$ cat src/design/mhtu_pkg.sv
// shared types and constants of the homogeneous matrix transform unit
`timescale 1ns / 1ps
package mhtu_pkg;

    localparam int FRAC_BITS_DEF = 16;
    localparam int WORD_BITS_DEF = 32;

    typedef enum logic [1:0] {
        CMD_WR_CUR  = 2'd0,
        CMD_WR_OP   = 2'd1,
        CMD_COMBINE = 2'd2,
        CMD_XFORM   = 2'd3
    } mhtu_cmd_t;

    typedef enum logic [3:0] {
        ST_IDLE,
        ST_CMB_ZERO,
        ST_CMB_MUL,
        ST_CMB_ACC,
        ST_CMB_STORE,
        ST_CMB_SWAP,
        ST_XF_LOAD,
        ST_XF_MUL,
        ST_XF_ACC,
        ST_XF_STORE,
        ST_XF_CHECK,
        ST_DIV_INIT,
        ST_DIV_STEP,
        ST_DIV_STORE,
        ST_XF_OUT
    } mhtu_state_t;

    typedef enum logic [3:0] {
        OP_NONE,
        OP_ACC_ZERO,
        OP_ACC_TRANS,
        OP_MUL_CMB,
        OP_MUL_XF,
        OP_ACC_ADD,
        OP_STORE_CMB,
        OP_SWAP,
        OP_STORE_V,
        OP_DIV_INIT,
        OP_DIV_STEP,
        OP_DIV_STORE,
        OP_OUT_LOAD
    } mhtu_op_t;

    typedef struct packed {
        logic       accept;
        mhtu_op_t   op;
        logic [3:0] elem;
        logic [1:0] kk;
        logic [1:0] lane;
    } mhtu_ctl_t;

    typedef struct packed {
        logic w_zero;
    } mhtu_stat_t;

endpackage

$ cat src/design/mhtu_ctrl.sv
// controller state machine of the homogeneous matrix transform unit
`timescale 1ns / 1ps
module mhtu_ctrl #(
    parameter int DIV_STEPS = 48
) (
    input  logic               clk,
    input  logic               rst_n,
    input  logic               in_valid,
    output logic               in_ready,
    input  logic [1:0]         cmd,
    output logic               out_valid,
    input  logic               out_ready,
    input  mhtu_pkg::mhtu_stat_t stat,
    output mhtu_pkg::mhtu_ctl_t  ctl
);
    import mhtu_pkg::*;

    localparam int DCW = $clog2(DIV_STEPS);

    mhtu_state_t state_reg, state_next;
    logic [3:0] elem_reg, elem_next;
    logic [1:0] k_reg, k_next;
    logic [1:0] lane_reg, lane_next;
    logic [DCW-1:0] dcnt_reg, dcnt_next;
    logic out_valid_reg, out_valid_next;
    logic accept;

    assign in_ready  = (state_reg == ST_IDLE);
    assign accept    = in_valid && in_ready;
    assign out_valid = out_valid_reg;

    always_ff @(posedge clk or negedge rst_n)
    begin
        if (!rst_n)
        begin
            state_reg     <= ST_IDLE;
            elem_reg      <= '0;
            k_reg         <= '0;
            lane_reg      <= '0;
            dcnt_reg      <= '0;
            out_valid_reg <= 1'b0;
        end
        else
        begin
            state_reg     <= state_next;
            elem_reg      <= elem_next;
            k_reg         <= k_next;
            lane_reg      <= lane_next;
            dcnt_reg      <= dcnt_next;
            out_valid_reg <= out_valid_next;
        end
    end

    always_comb
    begin
        state_next     = state_reg;
        elem_next      = elem_reg;
        k_next         = k_reg;
        lane_next      = lane_reg;
        dcnt_next      = dcnt_reg;
        out_valid_next = out_valid_reg;
        ctl.accept     = accept;
        ctl.op         = OP_NONE;
        ctl.elem       = elem_reg;
        ctl.kk         = k_reg;
        ctl.lane       = lane_reg;
        if (out_valid_reg && out_ready)
        begin
            out_valid_next = 1'b0;
        end
        case (state_reg)
            ST_IDLE:
            begin
                elem_next = '0;
                k_next    = '0;
                lane_next = '0;
                if (accept && cmd == CMD_COMBINE)
                begin
                    state_next = ST_CMB_ZERO;
                end
                else if (accept && cmd == CMD_XFORM)
                begin
                    state_next = ST_XF_LOAD;
                end
            end
            ST_CMB_ZERO:
            begin
                ctl.op     = OP_ACC_ZERO;
                k_next     = '0;
                state_next = ST_CMB_MUL;
            end
            ST_CMB_MUL:
            begin
                ctl.op     = OP_MUL_CMB;
                state_next = ST_CMB_ACC;
            end
            ST_CMB_ACC:
            begin
                ctl.op = OP_ACC_ADD;
                k_next = k_reg + 2'd1;
                state_next = (k_reg == 2'd3) ? ST_CMB_STORE : ST_CMB_MUL;
            end
            ST_CMB_STORE:
            begin
                ctl.op     = OP_STORE_CMB;
                elem_next  = elem_reg + 4'd1;
                state_next = (elem_reg == 4'd15) ? ST_CMB_SWAP : ST_CMB_ZERO;
            end
            ST_CMB_SWAP:
            begin
                ctl.op     = OP_SWAP;
                state_next = ST_IDLE;
            end
            ST_XF_LOAD:
            begin
                ctl.op     = OP_ACC_TRANS;
                k_next     = '0;
                state_next = ST_XF_MUL;
            end
            ST_XF_MUL:
            begin
                ctl.op     = OP_MUL_XF;
                state_next = ST_XF_ACC;
            end
            ST_XF_ACC:
            begin
                ctl.op = OP_ACC_ADD;
                k_next = k_reg + 2'd1;
                state_next = (k_reg == 2'd2) ? ST_XF_STORE : ST_XF_MUL;
            end
            ST_XF_STORE:
            begin
                ctl.op     = OP_STORE_V;
                elem_next  = elem_reg + 4'd1;
                state_next = (elem_reg[1:0] == 2'd3) ? ST_XF_CHECK : ST_XF_LOAD;
            end
            ST_XF_CHECK:
            begin
                lane_next  = '0;
                state_next = stat.w_zero ? ST_XF_OUT : ST_DIV_INIT;
            end
            ST_DIV_INIT:
            begin
                ctl.op     = OP_DIV_INIT;
                dcnt_next  = '0;
                state_next = ST_DIV_STEP;
            end
            ST_DIV_STEP:
            begin
                ctl.op    = OP_DIV_STEP;
                dcnt_next = dcnt_reg + DCW'(1);
                if (dcnt_reg == DCW'(DIV_STEPS - 1))
                begin
                    state_next = ST_DIV_STORE;
                end
            end
            ST_DIV_STORE:
            begin
                ctl.op     = OP_DIV_STORE;
                lane_next  = lane_reg + 2'd1;
                state_next = (lane_reg == 2'd2) ? ST_XF_OUT : ST_DIV_INIT;
            end
            ST_XF_OUT:
            begin
                if (!out_valid_reg || out_ready)
                begin
                    ctl.op         = OP_OUT_LOAD;
                    out_valid_next = 1'b1;
                    state_next     = ST_IDLE;
                end
            end
            default:
            begin
                state_next = ST_IDLE;
            end
        endcase
    end

`ifndef SYNTHESIS
    a_out_from_xf: assert property (@(posedge clk) disable iff (!rst_n)
        $rose(out_valid_reg) |-> $past(state_reg == ST_XF_OUT))
        else $error("result raised outside output state");
    a_lane_range: assert property (@(posedge clk) disable iff (!rst_n)
        (state_reg == ST_DIV_INIT || state_reg == ST_DIV_STEP ||
         state_reg == ST_DIV_STORE) |-> lane_reg != 2'd3)
        else $error("divide lane out of range");
    a_div_count: assert property (@(posedge clk) disable iff (!rst_n)
        state_reg == ST_DIV_STORE |-> $past(dcnt_reg) == DCW'(DIV_STEPS - 1))
        else $error("divide ended early");
    a_busy_block: assert property (@(posedge clk) disable iff (!rst_n)
        (state_reg == ST_XF_OUT && out_valid_reg && !out_ready) |=> state_reg == ST_XF_OUT)
        else $error("result overwritten");
`endif

endmodule

$ cat config.mk
export PLATFORM = sky130hd
export DESIGN_NAME = mhtu_ctrl
export DESIGN_NICKNAME = d
export VERILOG_FILES = /design/src/design/mhtu_pkg.sv /design/src/design/mhtu_ctrl.sv
export SDC_FILE = /design/constraint.sdc
export NUM_CORES = 1
export LEC_CHECK = 0
export ABC_AREA = 0
export BUFFER_PORTS_ARGS = -buffer_cell sky130_fd_sc_hd__buf_2
export CAP_MARGIN = 0
export CORE_ASPECT_RATIO = 1.2
export CORE_MARGIN = 8
export CORE_UTILIZATION = 55
export DETAILED_ROUTE_END_ITERATION = 10
export PLACE_DENSITY_LB_ADDON = 0.08
export SLEW_MARGIN = 5
export SYNTH_ARGS = -nofsm -noshare
export SYNTH_HDL_FRONTEND = slang
export SYNTH_SLANG_ARGS = --single-unit
$ cat constraint.sdc
create_clock -name clk -period 2.23 [get_ports clk]
set_clock_uncertainty 0.2 [all_clocks]
set_input_delay 0.1115 -clock clk [delete_from_list [all_inputs] [get_ports clk]]
set_output_delay 0.1115 -clock clk [all_outputs]
set_load 0.05 [all_outputs]
Word level (Yosys, flattened, before mapping)

Cells that the tools add are included.

Shift-type cells: 0
Divide/modulo/power cells: 0
Bitwise gates (word level): 0
Multipliers: 0
Mux-type cells: 20
Equality and inequality tests: 25
Add/subtract/negate cells: 4
Order comparisons: 0
Reductions and logical operators: 16

Operators with widths:

| operator            | number |
|---|---|
| $pmux 4 s14         | 1 |
| $pmux 4 s12         | 1 |
| $eq 4x4->1 const B  | 8 |
| $mux 4              | 7 |
| $eq 4x3->1 const B  | 4 |
| $eq 2x2->1 const B  | 6 |
| $mux 3              | 4 |
| $pmux 6 s2          | 1 |
| $eq 4x2->1 const B  | 2 |
| $pmux 2 s2          | 2 |
| $pmux 4 s2          | 1 |
| $reduce_bool 2->1   | 4 |
| $add 6x1->6 const B | 1 |
| $eq 6x6->1 const B  | 1 |
| $reduce_or 2->1     | 3 |
| $add 2x1->2 const B | 2 |
| $add 4x1->4 const B | 1 |
| $eq 4x1->1 const B  | 1 |
| $logic_and 1x1->1   | 4 |
| $logic_not 4->1     | 1 |
| $ne 2x2->1 const B  | 2 |
| $mux 1              | 3 |
| $ne 3x1->1 const B  | 1 |
| $reduce_and 3->1    | 1 |
| other kinds (3)     | 3 |

Register bits after elaboration: 19
Word-level logic and storage cells: 71
Memories: 0
Output and inout bits: 15
Bits in writable memories: 0
Input port bits: 7
ROM bits: 0
Latch bits: 0

Longest topological paths before layout

Gate-level depths: netlist (run 1).

Depth in word-level cells: 6
Depth in mapped cells: 6
Mapped depth without buffers: 6

Worst setup path before layout (run 1)

Ideal clock, no wire load.

Kind: register to output
Start point: reg state_reg[0]
End point: out ctl[12] (netlist name)
Cell stages (with the launch flop): 6
Required time: 1.919 ns
Arrival time: 2.026 ns
Path slack: -0.107 ns
Buffers on the path: 3
Path through: dfrtp_1 -> buf_2 -> buf_2 -> nor4_2 -> and2_1 -> buf_4

Cells in the longest elaborated chain, start to end: 2

Ends and longest elaborated chain:

| what                   | RTL line        | RTL |
|---|---|---|
| start, declared        | mhtu_ctrl.sv:20 | `mhtu_state_t state_reg, state_next;` |
| start signal, assigned | mhtu_ctrl.sv:45 | `state_reg <= state_next;` |
| $logic_not 4->1        | mhtu_ctrl.sv:28 | `assign in_ready = (state_reg == ST_IDLE);` |
| via in_ready           | mhtu_ctrl.sv:9  | `output logic in_ready,` |
| $logic_and 1x1->1      | mhtu_ctrl.sv:29 | `assign accept = in_valid && in_ready;` |
| end, declared          | mhtu_ctrl.sv:14 | `output mhtu_pkg::mhtu_ctl_t ctl` |

The timed path passes the listed nets, and every way through them passes these cells.

==> summary.txt, run 1 <==
Routing
  – Avg WL per Cell: between 15 and 20 µm
  – # DRC: 0
  – Max layer used: met4
  – Met2 WL: 1.89 mm
  – Antenna viol nets, final: 0
  – Routed WL: 3.81 mm
  – Met1 wire length: between 1.5 and 2 mm
  – Vias/cell: between 6 and 7
  – WL met3: around 160 µm
  – Drt first-iter violations: slightly above 90
  – Routed vias: between 1,000 and 1,500
  – First-pass iteration count of the detailed router: 4

Placed design
  – Placer Congestion: 0.838
  – Port Buffer Count: 21
  – Detail Placement HPWL: between 2 and 3 mm
  – Placed cell areas: ~1600 µm²

Setup path
  – Critical path's top delay family: flip-flops
  – Crit Path Category: register to output port
  – Crit path required time: 1.92 ns
  – Slowest CP cell: dfrtp_2
  – CP peak stage delay: 0.53 ns
  – Worst path cell trace: buf_4 > nor4_4 > and2_1 > buf_2
  – CP Buf/Inv Count: 2
  – Critical Path AT: 1.80 ns
  – Largest fanout on the critical path: 15
  – CP startpoint kind: register
  – Setup crit end kind: output port

Power and ir drop
  – Leak pwr: 0.770 nW
  – Final Power: about 2.5 mW
  – PwrDens: 1500 nW/µm²
  – Max VDD drop: approximately 1.2 mV

STA
  – RSZ-0062 raised after global routing: no
  – Rel. slew slack: 57.0%
  – Final setup violation count: 0
  – Achievable Freq: around 470 MHz
  – Setup TNS: 0 ns
  – Crit share post-route: 94.8%
  – Final Hold Vio Count: 0
  – Tmin final: between 2 and 2.5 ns
  – Slew at the pin closest to its max-slew limit: between 0.6 and 0.7 ns
  – Final Max Tran Viols: 0

Floorplan
  – Die X: roughly 63 µm
  – Die area: about 4600 µm²
  – Std cell rows: 20
  – Die H: ~73 µm
  – Initial core utilization: 57.9%
  – Area of the core: roughly 2600 µm²
  – IO Count: 22

CTS
  – CTS root buf: clkbuf_4
  – Worst skew pair latency: around 0.3 ns
  – Num CTS Buffers: 3
  – Clock buffer depth: 2
  – TritonCTS clock tree: yes
  – Post-CTS setup buffer count: 0
  – Max H-tree Level: 1
  – Clock transition at path regs: 0.13 ns
  – CTS Sinks: 19

Synth
  – Synth Register Bits: 19
  – Synth Flop Type: dfrtp_1
  – Cells after Synth: ~180
  – Commonest cells post-synth: 22 x a21oi_1, 19 x dfrtp_1, 15 x o21ai_0
  – Top cells by area, synth: dfrtp_1 32%, a21oi_1 7.5%, ha_1 5.1%, o21ai_0 5.1%, buf_2 4.1%
  – Syn Std Cell Area: between 1000 and 1500 µm²
  – Most frequent cell after synthesis: a21oi_1
  – Async set or reset register ratio after synthesis: 100%
  – Post-synth EDFFs: 0
  – Post-synthesis sequential area ratio: between 30% and 40%
  – Most area-hungry cell type in the Yosys netlist: dfrtp_1
  – Mean post-synth cell area: 8.30 µm²
  – YS warnings: 0
  – Unique masters post-synth: 47
  – Yosys top cell area share: 32.2%
  – Syn Nets: between 150 and 200

Global route
  – First-pass GRT wire length: between 6 and 7 mm
  – Initial antenna violation count: 0
  – GRT Overall Usage: 16.3%
  – GR Overflow Total: 0
  – Vias in the first global route: approximately 1,400
  – Largest net degree at the start of global routing: 20

Finish
  – Number of flip-flops in the largest register: 6
  – Area grow syn2layout: 13.0%
  – Area occupied by multi-input gates: a little over 900 µm²
  – Nets@finish: approximately 210
  – Antenna cell count: 0
  – Final Cell Area: approximately 1700 µm²
  – Share of cells above drive strength 1: about 22%
  – Fillcell total: ~250
  – FF/Latch Area: ~480 µm²

Job
  – Max-cap violation count: 0

Outcome
  – Status: finished, final reports clean

Hold path
  – HP Class: input port to register
[final timing paths]
| kind | startpoint | to | slack, ns | cells after the start |
|---|---|---|---|---|
| setup / recovery | state_reg[3]$_DFFE_PN0P_ | ctl[12] | 0.12 | 4 |
| hold / removal | cmd[1] | state_reg[0]$_DFFE_PN0P_ | 0.02 | 4 |
| setup reg to reg | elem_reg[0]$_DFFE_PN0P_ | state_reg[2]$_DFFE_PN0P_ | 0.13 | 5 |
| hold reg to reg | dcnt_reg[5]$_DFFE_PN0P_ | dcnt_reg[5]$_DFFE_PN0P_ | 0.31 | 1 |
| max in group asynchronous | rst_n | state_reg[3]$_DFFE_PN0P_ | 1.42 | 2 |
| min in group asynchronous | rst_n | lane_reg[0]$_DFFE_PN0P_ | 0.07 | 2 |
[cell type report]
class | instances | area share [%]
multi-input combinational | 140 | 55.2
sequential | 19 | 28.7
timing repair buffer | 31 | 11.1
tap | 33 | 2.47
clock buffer | 3 | 1.35
inverter | 4 | 0.900
clock inverter | 1 | 0.300
[cells in the final DEF (no fill, tap or decap), drive strengths merged, types with 2 or more instances in the layout]
cell	n
nand2	14
nand3	4
a211oi	5
buf	29
nor2	13
or3	3
o311a	2
mux2i	3
nor4	3
and2	2
o31ai	2
a211o	2
a21oi	22
a221oi	2
ha	6
nand2b	7
dlygate4sd3	2
dfrtp	19
nor3b	2
o21a	2
nand4	2
clkbuf	3
a21o	3
nor3	3
nand4b	2
inv	4
and3	2
o21ai	15
nor2b	3
a21bo	2
[stage by stage]
step | hold slack [ns] | setup WS, ns | util [%] | cells
finish | 0.0190 | 0.117 | 65.4 | 231
global route | 0.0274 | 0.0241 | 65.4 | 231
CTS | 0.0137 | 0.0299 | 65.3 | 231
detailed placement | -0.108 | 0.218 | 63.4 | 225
global placement | -0.125 | 0.332 | 63.4 | 225
floorplan | -0.384 | 0.0444 | - | 178
[power breakdown]
part / leakage (nW) / switching, mW / internal [mW]
Clock: 0.0177 / 0.117 / 0.0668
Combinational: 0.504 / 1.08 / 0.570
Sequential: 0.248 / 0.220 / 0.448
Total: 0.770 / 1.41 / 1.09
[logic make-up (layout without fill, tap and decap cells)]
group                    count (synthesis)  in the layout  share of synthesized area, %
flip-flops                              19             19                          32.2
adder cells (fa/ha/maj)                  6              6                          5.08
buffers and inverters                   19             39                          6.10
multiplexers                             4              4                          3.56
AND/OR/NAND/NOR                         66             66                          25.1
AO/OA/AOI/OAI                           64             64                          27.9
[worst register-to-register path, delay by kind of cell, from the launching register on]
family                     cells  cell delay (ns)
AOI/OAI and AO/OA              4             1.06
DFF                            1             0.48
adders and majority gates      1             0.26
[repair_timing]
action / in CTS / in global routing
endpoints found under the hold margin: 20 / 0
setup endpoints to repair: 1 / 3
pin swaps: 0 / 0
hold buffers: 2 / 0
resized for setup: 1 / 2
[per-layer routing]
metal | vias to the layer above | global-route usage [%]
li1 | 703 | -
met1 | 685 | 20.0
met2 | 47 | 27.8
met3 | 6 | 2.76
met4 | 0 | 6.45
met5 | - | 0
(Power assumes the default switching activity.)
==> inputs of run 2 (changes only) <==
==> constraint.sdc (replaced) <==
create_clock -name clk -period 2.1 [get_ports clk]
set_clock_uncertainty 0.2 [all_clocks]
set_input_delay 0.105 -clock clk [delete_from_list [all_inputs] [get_ports clk]]
set_output_delay 0.105 -clock clk [all_outputs]
set_load 0.05 [all_outputs]
==> summary.txt, run 2 (synthesis gave the netlist of run 1 again) <==
Global route
  – GR Overflow Total: 0
  – Largest net degree at the start of global routing: 39
  – GRT Overall Usage: between 10% and 20%
  – Vias in the first global route: between 1,000 and 1,500
  – Initial antenna violation count: 0
  – First-pass GRT wire length: slightly above 6 mm

Power and ir drop
  – Final Power: 2.72 mW
  – PwrDens: 1590 nW/µm²
  – Leak pwr: between 0.7 and 0.8 nW
  – Max VDD drop: 1.29 mV

STA
  – Final Max Tran Viols: 0
  – RSZ-0062 raised after global routing: yes
  – Final setup violation count: 0
  – Slew at the pin closest to its max-slew limit: between 0.5 and 0.6 ns
  – Crit share post-route: 98.7%
  – Achievable Freq: slightly below 500 MHz
  – Tmin final: 2.07 ns
  – Final Hold Vio Count: 0
  – Rel. slew slack: 66.2%

Routing
  – WL met3: approximately 190 µm
  – Vias/cell: approximately 6.0
  – Met1 wire length: 1.68 mm
  – Routed vias: between 1,000 and 1,500
  – Met2 WL: ~1.8 mm
  – Drt first-iter violations: between 50 and 60
  – Avg WL per Cell: 15.9 µm
  – First-pass iteration count of the detailed router: 4
  – Antenna viol nets, final: 0
  – # DRC: 0
  – Max layer used: met4
  – Routed WL: 3.71 mm

Finish
  – Core Util, Final: 66.9%
  – Nets@finish: roughly 210
  – FF/Latch Area: roughly 480 µm²
  – Leading cell type in the layout, fill and taps excluded: a21oi_1
  – Commonest cells after routing, fill and taps aside: 20 x a21oi_1, 19 x buf_2, 18 x dfrtp_1
  – Final Cell Area: approximately 1700 µm²
  – Number of flip-flops in the largest register: 6
  – Antenna cell count: 0
  – Area grow syn2layout: 15.6%
  – Share of cells above drive strength 1: a little under a quarter
  – Area occupied by multi-input gates: 931 µm²
  – Fillcell total: about 230

Placed design
  – Detail Placement HPWL: approximately 2.7 mm
  – Placed cell areas: around 1700 µm²
  – Placer Congestion: about 0.87
  – Port Buffer Count: 21

CTS
  – Num CTS Buffers: 3
  – CTS root buf: clkbuf_4
  – TritonCTS clock tree: yes
  – Max H-tree Level: 1
  – Worst skew pair latency: approximately 0.29 ns
  – Post-CTS setup buffer count: 0
  – Clock buffer depth: 2
  – CTS Sinks: 19
  – Clock transition at path regs: between 0.1 and 0.15 ns

Hold path
  – HP Class: input port to register
  – Hold Crit Start: cmd[0]

Floorplan
  – Die X: around 63 µm
  – Initial core utilization: around 58%
  – Area of the core: 2550 µm²
  – IO Count: 22
  – Die area: 4610 µm²
  – Die H: a little over 70 µm
  – Std cell rows: 20

Setup path
  – Setup crit end kind: output port
  – Crit Path Category: register to output port
  – R2R Path End: state_reg[2]$_DFFE_PN0P_
  – Crit path capture: ctl[11]
  – CP startpoint kind: register
  – Largest fanout on the critical path: 13
  – Crit path required time: 1.79 ns
  – R2r setup slk: 0.14 ns
  – Critical path origin: state_reg[0]$_DFFE_PN0P_
  – R2R cell count: 5
  – FF-to-FF Start: elem_reg[1]$_DFFE_PN0P_
  – Critical Path AT: 1.77 ns

Job
  – Max-cap violation count: 0

Outcome
  – Status: finished, final reports clean
==> run 2: critical path, cell delays in order, from the launching register on <==
cell      delay (ns)
dfrtp_1         0.45
buf_4           0.20
inv_1           0.18
nand2_1         0.08
a21bo_2         0.22
a21oi_2         0.11
clkbuf_4        0.24
==> run 2: report_power, final <==
group / internal [mW] / total (mW) / switching [mW]
Clock: 0.0738 / 0.191 / 0.117
Combinational: 0.668 / 1.89 / 1.22
Sequential: 0.473 / 0.645 / 0.172
Total: 1.21 / 2.72 / 1.51
==> run 2: per-layer routing <==
layer / track usage (%) / vias up
met5: 0 / -
met4: 7.44 / 0
met3: 2.92 / 8
met2: 27.0 / 41
met1: 19.4 / 654
li1: - / 702
==> run 2: metrics by stage <==
step           worst slack (ns)  std cells  hold WS, ns  TNS, ns
3_5_place_dp              0.229        227       -0.126        0
2_1_floorplan             0.134        178       -0.391        0
3_3_place_gp              0.191        227       -0.132        0
6_report                 0.0283        233       0.0353        0
4_1_cts                  0.0167        233       0.0224        0
5_1_grt                 -0.0225        233       0.0717  -0.0225
==> run 2: worst min-delay path by stage <==
| stage | endpoint | slack [ns] | cells past startpoint |
|---|---|---|---|
| 3_5_place_dp | lane_reg[1]$_DFFE_PN0P_ | -0.13 | 1 |
| 3_3_place_gp | lane_reg[1]$_DFFE_PN0P_ | -0.13 | 1 |
| 2_1_floorplan | dcnt_reg[0]$_DFFE_PN0P_ | -0.39 | 0 |
| 4_1_cts | state_reg[0]$_DFFE_PN0P_ | 0.02 | 4 |
| 5_1_grt | state_reg[0]$_DFFE_PN0P_ | 0.07 | 4 |
| 6_report | state_reg[0]$_DFFE_PN0P_ | 0.04 | 4 |
==> run 2: final cells by class <==
| class | instances | area share (%) |
|---|---|---|
| multi-input cells | 140 | 54.5 |
| well taps | 33 | 2.42 |
| repair buffers | 33 | 12.7 |
| flip-flops and latches | 19 | 27.9 |
| clock buffers | 4 | 1.54 |
| inverters | 4 | 0.879 |
==> run 2: timing repair <==
action / 4_1_cts / 5_1_grt
gates resized for setup: 0 / 4
endpoints found under the hold margin: 20 / 0
hold buffers: 2 / 0
setup endpoints to repair: 0 / 3
